**config.mk**
```make
export PLATFORM = sky130hd
export DESIGN_NAME = base64_stream_codec_core
export DESIGN_NICKNAME = d
export VERILOG_FILES = /design/src/hdl/b64_pkg.sv /design/src/hdl/base64_stream_codec_core.sv /design/src/hdl/b64_group.sv /design/src/hdl/b64_out_buf.sv
export SDC_FILE = /design/constraint.sdc
export NUM_CORES = 1
export LEC_CHECK = 0
export BUFFER_PORTS_ARGS = -buffer_cell sky130_fd_sc_hd__clkbuf_2
export CORE_MARGIN = 3
export CORE_UTILIZATION = 40
export CTS_BUF_LIST = sky130_fd_sc_hd__clkbuf_8
export DETAILED_ROUTE_END_ITERATION = 7
export PLACE_DENSITY_LB_ADDON = 0.15
export SYNTH_ARGS = -nofsm -noshare
export SYNTH_HDL_FRONTEND = slang
export SYNTH_SLANG_ARGS = --single-unit
```
**constraint.sdc**
```tcl
create_clock -name clock -period 2.7 [get_ports clock]
set_input_delay 0.135 -clock clock [delete_from_list [all_inputs] [get_ports clock]]
set_output_delay 0.135 -clock clock [all_outputs]
set_load 0.005 [all_outputs]
```
**src/hdl/b64_pkg.sv**
```systemverilog
// Shared types, character constants and alphabet functions for the Base64 codec.
// Depends on nothing; used by every module of the codec.
`timescale 1ns / 1ps
`default_nettype none

package b64_pkg;

   localparam int unsigned MaxResults = 4;
   localparam int unsigned CountWidth = $clog2(MaxResults + 1);

   localparam logic [7:0] CharPad   = 8'h3D;
   localparam logic [7:0] CharPlus  = 8'h2B;
   localparam logic [7:0] CharSlash = 8'h2F;
   localparam logic [7:0] CharUpperA = 8'h41;
   localparam logic [7:0] CharUpperZ = 8'h5A;
   localparam logic [7:0] CharLowerA = 8'h61;
   localparam logic [7:0] CharLowerZ = 8'h7A;
   localparam logic [7:0] CharZero   = 8'h30;
   localparam logic [7:0] CharNine   = 8'h39;

   localparam logic [5:0] SextetPlus  = 6'd62;
   localparam logic [5:0] SextetSlash = 6'd63;

   localparam logic [1:0] FillNone  = 2'd0;
   localparam logic [1:0] FillOne   = 2'd1;
   localparam logic [1:0] FillTwo   = 2'd2;
   localparam logic [1:0] FillThree = 2'd3;

   typedef struct packed {
      logic [7:0] value;
      logic       run_last;
      logic       stream_end;
      logic       bad_input;
   } rsp_item_type;

   typedef struct packed {
      logic [23:0] bits;
      logic [1:0]  fill;
      logic [1:0]  pads;
      logic        bad;
   } group_state_type;

   localparam group_state_type GroupClear = '{bits: 24'd0, fill: 2'd0, pads: 2'd0, bad: 1'b0};

   function automatic logic [7:0] sextet_char(input logic [5:0] s);
      logic [7:0] c;
      begin
         if (s < 6'd26) begin
            c = 8'(CharUpperA + {2'b00, s});
         end else if (s < 6'd52) begin
            c = 8'(CharLowerA + {2'b00, s} - 8'd26);
         end else if (s < SextetPlus) begin
            c = 8'(CharZero + {2'b00, s} - 8'd52);
         end else if (s == SextetPlus) begin
            c = CharPlus;
         end else begin
            c = CharSlash;
         end
         return c;
      end
   endfunction

   // Bit 6 set means the character is outside the alphabet.
   function automatic logic [6:0] char_sextet(input logic [7:0] c);
      logic [7:0] d;
      logic [6:0] r;
      begin
         d = 8'd0;
         if (c >= CharUpperA && c <= CharUpperZ) begin
            d = 8'(c - CharUpperA);
            r = {1'b0, d[5:0]};
         end else if (c >= CharLowerA && c <= CharLowerZ) begin
            d = 8'(c - CharLowerA + 8'd26);
            r = {1'b0, d[5:0]};
         end else if (c >= CharZero && c <= CharNine) begin
            d = 8'(c - CharZero + 8'd52);
            r = {1'b0, d[5:0]};
         end else if (c == CharPlus) begin
            r = {1'b0, SextetPlus};
         end else if (c == CharSlash) begin
            r = {1'b0, SextetSlash};
         end else begin
            r = 7'h40;
         end
         return r;
      end
   endfunction

endpackage

`default_nettype wire

```
**src/hdl/base64_stream_codec_core.sv**
```systemverilog
// Base64 stream codec, standard alphabet with '=' padding, encode or decode by mode.
// Latency: the first result of an item is valid the cycle after the item is accepted.
// Flow: an item is taken when the result register is empty or its last result leaves.
// Reset (synchronous): mode encode, group state cleared, no result pending.
// Depends on b64_pkg, b64_group and b64_out_buf.
`timescale 1ns / 1ps
`default_nettype none

module base64_stream_codec_core (
   input  wire logic       clock,
   input  wire logic       reset,
   input  wire logic       csr_write_enable,
   input  wire logic       csr_decode_mode,
   input  wire logic       req_valid,
   output logic            req_ready,
   input  wire logic [7:0] req_in_value,
   input  wire logic       req_in_last,
   output logic            rsp_valid,
   input  wire logic       rsp_ready,
   output logic [7:0]      rsp_out_value,
   output logic            rsp_run_last,
   output logic            rsp_stream_end,
   output logic            rsp_bad_input
);

   logic                                mode_ff;
   b64_pkg::group_state_type            group_ff;
   b64_pkg::group_state_type            group_in;
   b64_pkg::rsp_item_type               new_items [b64_pkg::MaxResults];
   logic [b64_pkg::CountWidth-1:0]      new_count;
   logic                                can_load;
   logic                                accept;
   b64_pkg::rsp_item_type               out_item;

   assign req_ready = can_load;
   assign accept    = req_valid && can_load;

   b64_group u_group (
      .decode_mode  (mode_ff),
      .group_cur    (group_ff),
      .item_value   (req_in_value),
      .item_last    (req_in_last),
      .group_next   (group_in),
      .results      (new_items),
      .result_count (new_count)
   );

   b64_out_buf u_out_buf (
      .clock      (clock),
      .reset      (reset),
      .load       (accept && (new_count != '0)),
      .load_items (new_items),
      .load_count (new_count),
      .can_load   (can_load),
      .rsp_valid  (rsp_valid),
      .rsp_ready  (rsp_ready),
      .rsp_item   (out_item)
   );

   assign rsp_out_value  = out_item.value;
   assign rsp_run_last   = out_item.run_last;
   assign rsp_stream_end = out_item.stream_end;
   assign rsp_bad_input  = out_item.bad_input;

   always_ff @(posedge clock) begin
      if (reset) begin
         mode_ff  <= 1'b0;
         group_ff <= b64_pkg::GroupClear;
      end else if (csr_write_enable) begin
         mode_ff  <= csr_decode_mode;
         group_ff <= b64_pkg::GroupClear;
      end else if (accept) begin
         group_ff <= group_in;
      end
   end

`ifndef SYNTHESIS
   a_encode_fill: assert property (@(posedge clock) disable iff (reset)
      !mode_ff |-> group_ff.fill != b64_pkg::FillThree)
      else $error("encode group holds more than two bytes");
   a_end_is_run_last: assert property (@(posedge clock) disable iff (reset)
      (rsp_valid && rsp_stream_end) |-> rsp_run_last)
      else $error("stream end without run end");
   a_encode_no_pads: assert property (@(posedge clock) disable iff (reset)
      !mode_ff |-> (group_ff.pads == 2'd0 && !group_ff.bad))
      else $error("decode flags left in encode group");
`endif

endmodule

`default_nettype wire

```
**src/hdl/b64_group.sv**
```systemverilog
// Group assembly logic: folds one item into the group state and forms its results.
// Purely combinational; depends on b64_pkg.
`timescale 1ns / 1ps
`default_nettype none

module b64_group (
   input  wire logic                        decode_mode,
   input  wire b64_pkg::group_state_type    group_cur,
   input  wire logic [7:0]                  item_value,
   input  wire logic                        item_last,
   output b64_pkg::group_state_type         group_next,
   output b64_pkg::rsp_item_type            results [b64_pkg::MaxResults],
   output logic [b64_pkg::CountWidth-1:0]   result_count
);

   logic [23:0] enc_bits;
   logic        enc_emit;
   logic [6:0]  dec_lookup;
   logic [5:0]  dec_sextet;
   logic [1:0]  dec_pads;
   logic        dec_bad;
   logic [23:0] dec_bits;
   logic [1:0]  dec_keep_pads;

   always_comb begin
      group_next   = group_cur;
      result_count = '0;
      for (int k = 0; k < b64_pkg::MaxResults; k++) begin
         results[k] = '0;
      end

      case (group_cur.fill)
         b64_pkg::FillNone: enc_bits = group_cur.bits | {item_value, 16'd0};
         b64_pkg::FillOne:  enc_bits = group_cur.bits | {8'd0, item_value, 8'd0};
         default:           enc_bits = group_cur.bits | {16'd0, item_value};
      endcase
      enc_emit = (group_cur.fill == b64_pkg::FillTwo) || item_last;

      dec_lookup = b64_pkg::char_sextet(item_value);
      dec_sextet = dec_lookup[5:0];
      dec_pads   = group_cur.pads;
      dec_bad    = group_cur.bad;
      if (item_value == b64_pkg::CharPad) begin
         if (group_cur.fill == b64_pkg::FillTwo || group_cur.fill == b64_pkg::FillThree) begin
            dec_pads = 2'(group_cur.pads + 2'd1);
         end else begin
            dec_bad = 1'b1;
         end
         dec_sextet = 6'd0;
      end else if (dec_lookup[6]) begin
         dec_bad    = 1'b1;
         dec_sextet = 6'd0;
      end else if (group_cur.pads != 2'd0) begin
         dec_bad    = 1'b1;
         dec_sextet = 6'd0;
      end
      dec_bits      = {group_cur.bits[17:0], dec_sextet};
      dec_keep_pads = (dec_pads > 2'd2) ? 2'd2 : dec_pads;

      if (!decode_mode) begin
         if (enc_emit) begin
            group_next   = b64_pkg::GroupClear;
            result_count = b64_pkg::CountWidth'(b64_pkg::MaxResults);
            results[0].value = b64_pkg::sextet_char(enc_bits[23:18]);
            results[1].value = b64_pkg::sextet_char(enc_bits[17:12]);
            results[2].value = (group_cur.fill == b64_pkg::FillNone) ?
                               b64_pkg::CharPad : b64_pkg::sextet_char(enc_bits[11:6]);
            results[3].value = (group_cur.fill != b64_pkg::FillTwo) ?
                               b64_pkg::CharPad : b64_pkg::sextet_char(enc_bits[5:0]);
            results[3].run_last   = 1'b1;
            results[3].stream_end = item_last;
         end else begin
            group_next.bits = enc_bits;
            group_next.fill = 2'(group_cur.fill + 2'd1);
         end
      end else begin
         if (group_cur.fill != b64_pkg::FillThree) begin
            if (item_last) begin
               group_next   = b64_pkg::GroupClear;
               result_count = b64_pkg::CountWidth'(1);
               results[0]   = '{value: 8'd0, run_last: 1'b1, stream_end: 1'b1,
                                bad_input: 1'b1};
            end else begin
               group_next.bits = dec_bits;
               group_next.fill = 2'(group_cur.fill + 2'd1);
               group_next.pads = dec_pads;
               group_next.bad  = dec_bad;
            end
         end else begin
            group_next   = b64_pkg::GroupClear;
            result_count = b64_pkg::CountWidth'(3 - dec_keep_pads);
            results[0].value = dec_bits[23:16];
            results[1].value = dec_bits[15:8];
            results[2].value = dec_bits[7:0];
            for (int k = 0; k < 3; k++) begin
               results[k].bad_input = dec_bad;
            end
            case (dec_keep_pads)
               2'd0: begin
                  results[2].run_last   = 1'b1;
                  results[2].stream_end = item_last;
               end
               2'd1: begin
                  results[1].run_last   = 1'b1;
                  results[1].stream_end = item_last;
               end
               default: begin
                  results[0].run_last   = 1'b1;
                  results[0].stream_end = item_last;
               end
            endcase
         end
      end
   end

endmodule

`default_nettype wire

```
**src/hdl/b64_out_buf.sv**
```systemverilog
// Result register: holds up to four results of one item and hands them out one per cycle
// while rsp_ready is high. Depends on b64_pkg.
`timescale 1ns / 1ps
`default_nettype none

module b64_out_buf (
   input  wire logic                        clock,
   input  wire logic                        reset,
   input  wire logic                        load,
   input  wire b64_pkg::rsp_item_type       load_items [b64_pkg::MaxResults],
   input  wire logic [b64_pkg::CountWidth-1:0] load_count,
   output logic                             can_load,
   output logic                             rsp_valid,
   input  wire logic                        rsp_ready,
   output b64_pkg::rsp_item_type            rsp_item
);

   b64_pkg::rsp_item_type               items_ff [b64_pkg::MaxResults];
   b64_pkg::rsp_item_type               items_in [b64_pkg::MaxResults];
   logic [b64_pkg::CountWidth-1:0]      count_ff;
   logic [b64_pkg::CountWidth-1:0]      count_in;
   logic                                pop;

   assign rsp_valid = (count_ff != '0);
   assign rsp_item  = items_ff[0];
   assign pop       = rsp_valid && rsp_ready;
   assign can_load  = (count_ff == '0) ||
                      (count_ff == b64_pkg::CountWidth'(1) && rsp_ready);

   always_comb begin
      items_in = items_ff;
      count_in = count_ff;
      if (load) begin
         items_in = load_items;
         count_in = load_count;
      end else if (pop) begin
         for (int k = 0; k < b64_pkg::MaxResults - 1; k++) begin
            items_in[k] = items_ff[k + 1];
         end
         count_in = b64_pkg::CountWidth'(count_ff - 1'b1);
      end
   end

   always_ff @(posedge clock) begin
      items_ff <= items_in;
      if (reset) begin
         count_ff <= '0;
      end else begin
         count_ff <= count_in;
      end
   end

`ifndef SYNTHESIS
   a_count_bound: assert property (@(posedge clock) disable iff (reset)
      count_ff <= b64_pkg::CountWidth'(b64_pkg::MaxResults))
      else $error("result count exceeds buffer depth");
   a_load_when_free: assert property (@(posedge clock) disable iff (reset)
      load |-> (count_ff == '0 || (count_ff == b64_pkg::CountWidth'(1) && pop)))
      else $error("results loaded over pending results");
   a_reset_empty: assert property (@(posedge clock)
      reset |=> !rsp_valid)
      else $error("result valid right after reset");
`endif

endmodule

`default_nettype wire
```
# After elaboration in Yosys (flattened, before gate mapping)
# Index checks and enable logic that the tools add are counted.
[totals]
reg_bits = 76
input_bits = 15
[classes]
addsub = 29
magnitude_cmp = 19
eq_ne = 14
n_mux = 63
n_bitwise = 4
n_reduce_logical = 23
[op_table]
columns = ["operator", "count"]
rows = [
  ["$mux 8", 19],
  ["$mux 29", 3],
  ["$mux 33", 2],
  ["$add 7x6->8 const A", 8],
  ["$lt 6x6->1 const B", 8],
  ["$pmux 24 s2", 1],
  ["$mux 3", 14],
  ["$mux 7", 5],
  ["$sub 8x5->8 const B", 4],
  ["$sub 8x6->8 const B", 4],
  ["$add 6x6->7 const A", 4],
  ["$mux 26", 1],
  ["$eq 6x6->1 const B", 4],
  ["$eq 8x6->1 const B", 3],
  ["$lt 6x5->1 const B", 4],
  ["$mux 6", 4],
  ["$or 24x16->24", 1],
  ["$or 24x24->24", 1],
  ["$or 24x8->24", 1],
  ["$mux 22", 1],
  ["$ge 8x7->1 const B", 2],
  ["$le 8x7->1 const B", 2],
  ["$mux 2", 7],
  ["$sub 6x6->6 const B", 2],
  ["other kinds (25)", 47],
]

# Logic depth before layout (Yosys ltp)
[logic_depth]
depth_word = 12
depth_mapped = 15

# Hierarchy
# A second synthesis with hierarchy kept.
[hier_totals]
cells_unflattened = 768
hier_area_um2 = 6616.3
[by_module_without_submodules]
columns = ["module", "instances", "cells_per_inst", "area_each_um2", "seq_area_each_um2"]
rows = [
  ["b64_group", 1, 512, 3211.8, 0.0],
  ["b64_out_buf", 1, 118, 2043.2, 1381.3],
  ["base64_stream_codec_core", 1, 138, 1361.3, 600.6],
]

# Worst setup path after synthesis
# No wires, ideal clock.
[synth_path]
kind = "register to register"
from = "register group_ff[4] (netlist name)"
to = "register u_out_buf.items_ff, in the netlist u_out_buf.rsp_item[4] (data pin)"
setup_ns = 0.261
arrival_time_ns = 2.582
t_required_ns = 2.439
setup_slack_ns = -0.143
path_stages_with_launch = 14
cell_sequence = "dfxtp_1 inv_1 ha_1 buf_6 buf_2 a21o_1 inv_1 ha_1 a221oi_1 o21a_1 buf_2 o22ai_1 a221oi_1 nor2_1"
[synth_rtl]
columns = ["item", "line_no", "source"]
rows = [
  ["start, declared", "base64_stream_codec_core.sv:27", "b64_pkg::group_state_type group_ff;"],
  ["start signal, assigned", "base64_stream_codec_core.sv:68", "group_ff <= b64_pkg::GroupClear;"],
  ["start signal, assigned", "base64_stream_codec_core.sv:71", "group_ff <= b64_pkg::GroupClear;"],
  ["start signal, assigned", "base64_stream_codec_core.sv:73", "group_ff <= group_in;"],
  ["end signal, assigned", "b64_out_buf.sv:45", "items_ff <= items_in;"],
  ["end, declared", "b64_out_buf.sv:18", "b64_pkg::rsp_item_type items_ff [b64_pkg::MaxResults];"],
]

# Worst setup path after layout
[layout_path]
from = "register group_ff[4] (netlist name)"
to = "register u_out_buf.items_ff[7] (netlist name) (data pin)"
[layout_between]
elab_chain_cells = 8
[layout_lines]
columns = ["item", "line_no", "source"]
rows = [
  ["$eq 2x1->1 or $logic_not 2->1 (tied branches)", "b64_group.sv:32", "case (group_cur.fill)"],
  ["$pmux 24 s2", "b64_group.sv:32", ""],
  ["$add 6x6->7", "b64_pkg.sv:53", "c = 8'(CharZero + {2'b00, s} - 8'd52);"],
  ["$sub 8x6->8", "b64_pkg.sv:53", ""],
  ["$mux 8", "b64_pkg.sv:52", "end else if (s < SextetPlus) begin"],
  ["$mux 8", "b64_pkg.sv:50", "end else if (s < 6'd52) begin"],
  ["$mux 8", "b64_pkg.sv:48", "if (s < 6'd26) begin"],
  ["$mux 6", "b64_group.sv:68", "results[3].value = (group_cur.fill != b64_pkg::FillTwo) ?"],
]
# Parallel ways exist; a longest one is shown, timed or not.
# A chain may end at the register's enable or synchronous reset.

==> flow_metrics.env <==
export IMPL_wl_met2_um=10900
export IMPL_place_inst=1066
export IMPL_skew_ns=0.0154
export IMPL_num_io_pins=28
export IMPL_synth_seq_cells=76
export IMPL_hold_start="reset"
export IMPL_fin_ws_ns=0.0329
export IMPL_crit_buf_inv=2
export IMPL_worst_pin_slew_ns=0.561
export IMPL_synth_cells=783
export IMPL_hp_class="in -> reg"
export IMPL_cp_top_family="compound AO/OA/AOI/OAI gates"
export IMPL_routedLengthMet1_um=9710
export IMPL_drcViolationCount=0
export IMPL_regToRegEndpoint="u_out_buf.items_ff[7]"
export IMPL_cts_root_buf="clkbuf_8"
export IMPL_diodes=0
export IMPL_rsz0062_at_grt="true"
export IMPL_ys_flop_type="edfxtp_1"
export IMPL_cts_tree="done"
export IMPL_place_gp_congestion=0.970
export IMPL_status="completed"
export IMPL_grt_pass1_wl_um=35100
export IMPL_required_ns=2.94
export IMPL_cts_buffers=9
export IMPL_crit_type="reg -> reg"
export IMPL_postRouteAntennaNets=0
export IMPL_wl_um=22900
export IMPL_viasPerCell=6.08
export IMPL_yosysTopAreaCell="edfxtp_1"
export IMPL_syn_area_per_cell_um2=8.27
export IMPL_p_leak_nw=3.31
export IMPL_cp_cell_sequence="inv_2, ha_4, buf_12, nor2_4, a22oi_2, ha_2, nor4bb_4, a311oi_4, o21a_2, or3_4, a21oi_2, o21a_1"
export IMPL_reg2reg_depth=12
export IMPL_synth_distinct_cells=73
export IMPL_yosys_area_top_type_share_pct=19.9
export IMPL_setup_viol=0
export IMPL_fillers=1480
export IMPL_whs_endpoint="u_out_buf.count_ff[1]"
export IMPL_vias=6742
export IMPL_stdcell_count=1108
export IMPL_numPortBuffers=27
export IMPL_grt_overflow_total=0
export IMPL_max_slew_margin_rel_pct=62.2
export IMPL_drt_iter0_drc=694
export IMPL_row_count=45
export IMPL_grt_use_total_pct=24.9
export IMPL_synthTopCellsByArea="edfxtp_1 20%, ha_1 11%, dfxtp_1 10%"
export IMPL_syn_nets=854
export IMPL_r2r_start="group_ff[4]"
export IMPL_core_um2=15500
export IMPL_design_area_um2=8150
export IMPL_arrival_ns=2.91
export IMPL_placed_area_um2=7420
export IMPL_synth_seq_area_share_pct=30.2
export IMPL_cpPeakStageDelay_ns=0.38
export IMPL_dr_pass1_iters=5
export IMPL_period_minus_slack_ns=2.67
export IMPL_clk_latency_ns=0.38
export IMPL_critPathLaunchType="register"
export IMPL_fin_crit_sh_pct=98.8
export IMPL_fp_dieArea_um2=17700
export IMPL_antenna_found_initial=0
export IMPL_fin_tns_setup_ns=0
export IMPL_initial_core_util_pct=41.7
export IMPL_whs_path_depth=2
export IMPL_max_cap_violations=0
export IMPL_top_layer="met4"
export IMPL_synth_edff_count=43
export IMPL_timing_fmax_mhz=375
export IMPL_slowest_stage="or3_4"
export IMPL_grt_pass1_vias=6396
export IMPL_p_per_area_nw_per_um2=699
export IMPL_wire_per_inst_um=20.7
export IMPL_die_height_um=133
export IMPL_post_place_ws_ns=-0.182
export IMPL_area_delta_synth_final_pct=25.9
export IMPL_grt_start_max_net_pins=34
export IMPL_clock_sinks=76
export IMPL_slew_viol_final=0
export IMPL_cts_reportedPaths_clkPinSlew_ns=0.08
export IMPL_die_w_um=133
export IMPL_h_tree_depth=3
export IMPL_synth_area_um2=6470
export IMPL_ir_worst_vdd_v=0.000336
export IMPL_clockBufferDepth=2
export IMPL_hold_viol=0
export IMPL_critPathCaptureType="register"
export IMPL_hpwl_um=16500
export IMPL_critical_path_peak_fanout=14
export IMPL_yosysWarningCount=0
export IMPL_fin_nets=963
export IMPL_rrSetupSlack_ns=0.03
export IMPL_synthArstFlopShare_pct=0
export IMPL_wl_met3_um=1610
export IMPL_drive_gt1_share_pct=29.4
[through the flow]
step | util [%] | hold slack [ns] | total power [mW]
2_1_floorplan | - | 0.204 | 3.62
3_3_place_gp | 47.7 | 0.431 | 4.51
3_5_place_dp | 47.7 | 0.438 | 4.53
4_1_cts | 49.8 | 0.0416 | 5.47
5_1_grt | 52.5 | 0.0505 | 6.08
6_report | 52.5 | 0.0550 | 5.70
[layout by cell type (no fill, tap or decap), drive strengths merged, types with 5 or more instances in the layout]
cell type    n
a211oi       6
a21o        19
a21oi       59
a221oi      28
a22o         5
a22oi        8
a311oi       8
a31oi       11
a32oi        5
and2         6
and3         5
buf        129
clkbuf      37
dfxtp       33
edfxtp      43
ha          56
inv         47
nand2       63
nand2b      13
nand3       19
nand4        6
nor2        71
nor2b       11
nor3        27
o2111ai      6
o211ai      13
o21a         7
o21ai       49
o221ai       9
o22ai        6
o31ai       11
or2          6
xnor2       14
xor2         8
[registers in the layout, summed over array words and instances, names as in the netlist]
signal	flops
u_out_buf.items_ff	32
group_ff	29
u_out_buf.rsp_item	11
u_out_buf.count_ff	3
mode_ff	1
[worst max-delay path by stage]
stage          slack, ns  cells past startpoint                      to        start
5_1_grt            -0.07                     12   u_out_buf.items_ff[7]  group_ff[4]
3_3_place_gp       -0.05                     12   u_out_buf.rsp_item[6]  group_ff[3]
6_report            0.03                     12   u_out_buf.items_ff[7]  group_ff[4]
4_1_cts            -0.03                     12   u_out_buf.rsp_item[5]  group_ff[3]
2_1_floorplan      -0.02                     14  u_out_buf.items_ff[18]  group_ff[4]
3_5_place_dp       -0.18                     12   u_out_buf.rsp_item[5]  group_ff[3]
[layout make-up]
class,count,area [µm²],area share (%)
repair buffers,157,1130,13.9
multi-input cells,602,4430,54.3
flip-flops and latches,76,1960,24.0
well taps,211,264,3.24
clock buffers,9,124,1.52
inverters,46,175,2.15
clock inverters,7,68.8,0.844
[routing by layer]
layer,vias up,track usage [%]
met5,-,0
met4,0,8.40
li1,3143,-
met3,45,3.81
met1,3285,34.0
met2,269,40.4
[Yosys cell counts, types with 19 or more instances]
cell type and count:
edfxtp_1 43, nor3_1 27, a221oi_1 27, nand3_1 19, ha_1 56, o21ai_0 44
nand2_1 63, nor2_1 70, inv_1 39, dfxtp_1 33, clkbuf_1 32, a21oi_1 58
[cells by family (layout without fill, tap and decap cells)]
kind of cell,Yosys count,after routing,synth area share (%)
simple gates,243,243,17.8
fa+ha+maj,56,56,10.8
compound gates,275,275,30.0
flops,76,76,30.2
buf+inv,105,219,7.23
mux,6,6,0.966
xor+xnor,22,22,2.98
[power breakdown]
| group | internal, mW | switching, mW |
|---|---|---|
| Combinational | 1.21 | 1.73 |
| Sequential | 1.69 | 0.175 |
| Clock | 0.422 | 0.471 |
[timing repair]
item / CTS / global route
setup buffers: 11 / 14
setup endpoints to repair: 15 / 24
pin swaps: 7 / 24
hold buffers: 0 / 0
gates cloned: 0 / 1
gates resized for setup: 16 / 68
Power figures use the tool's default switching activity.
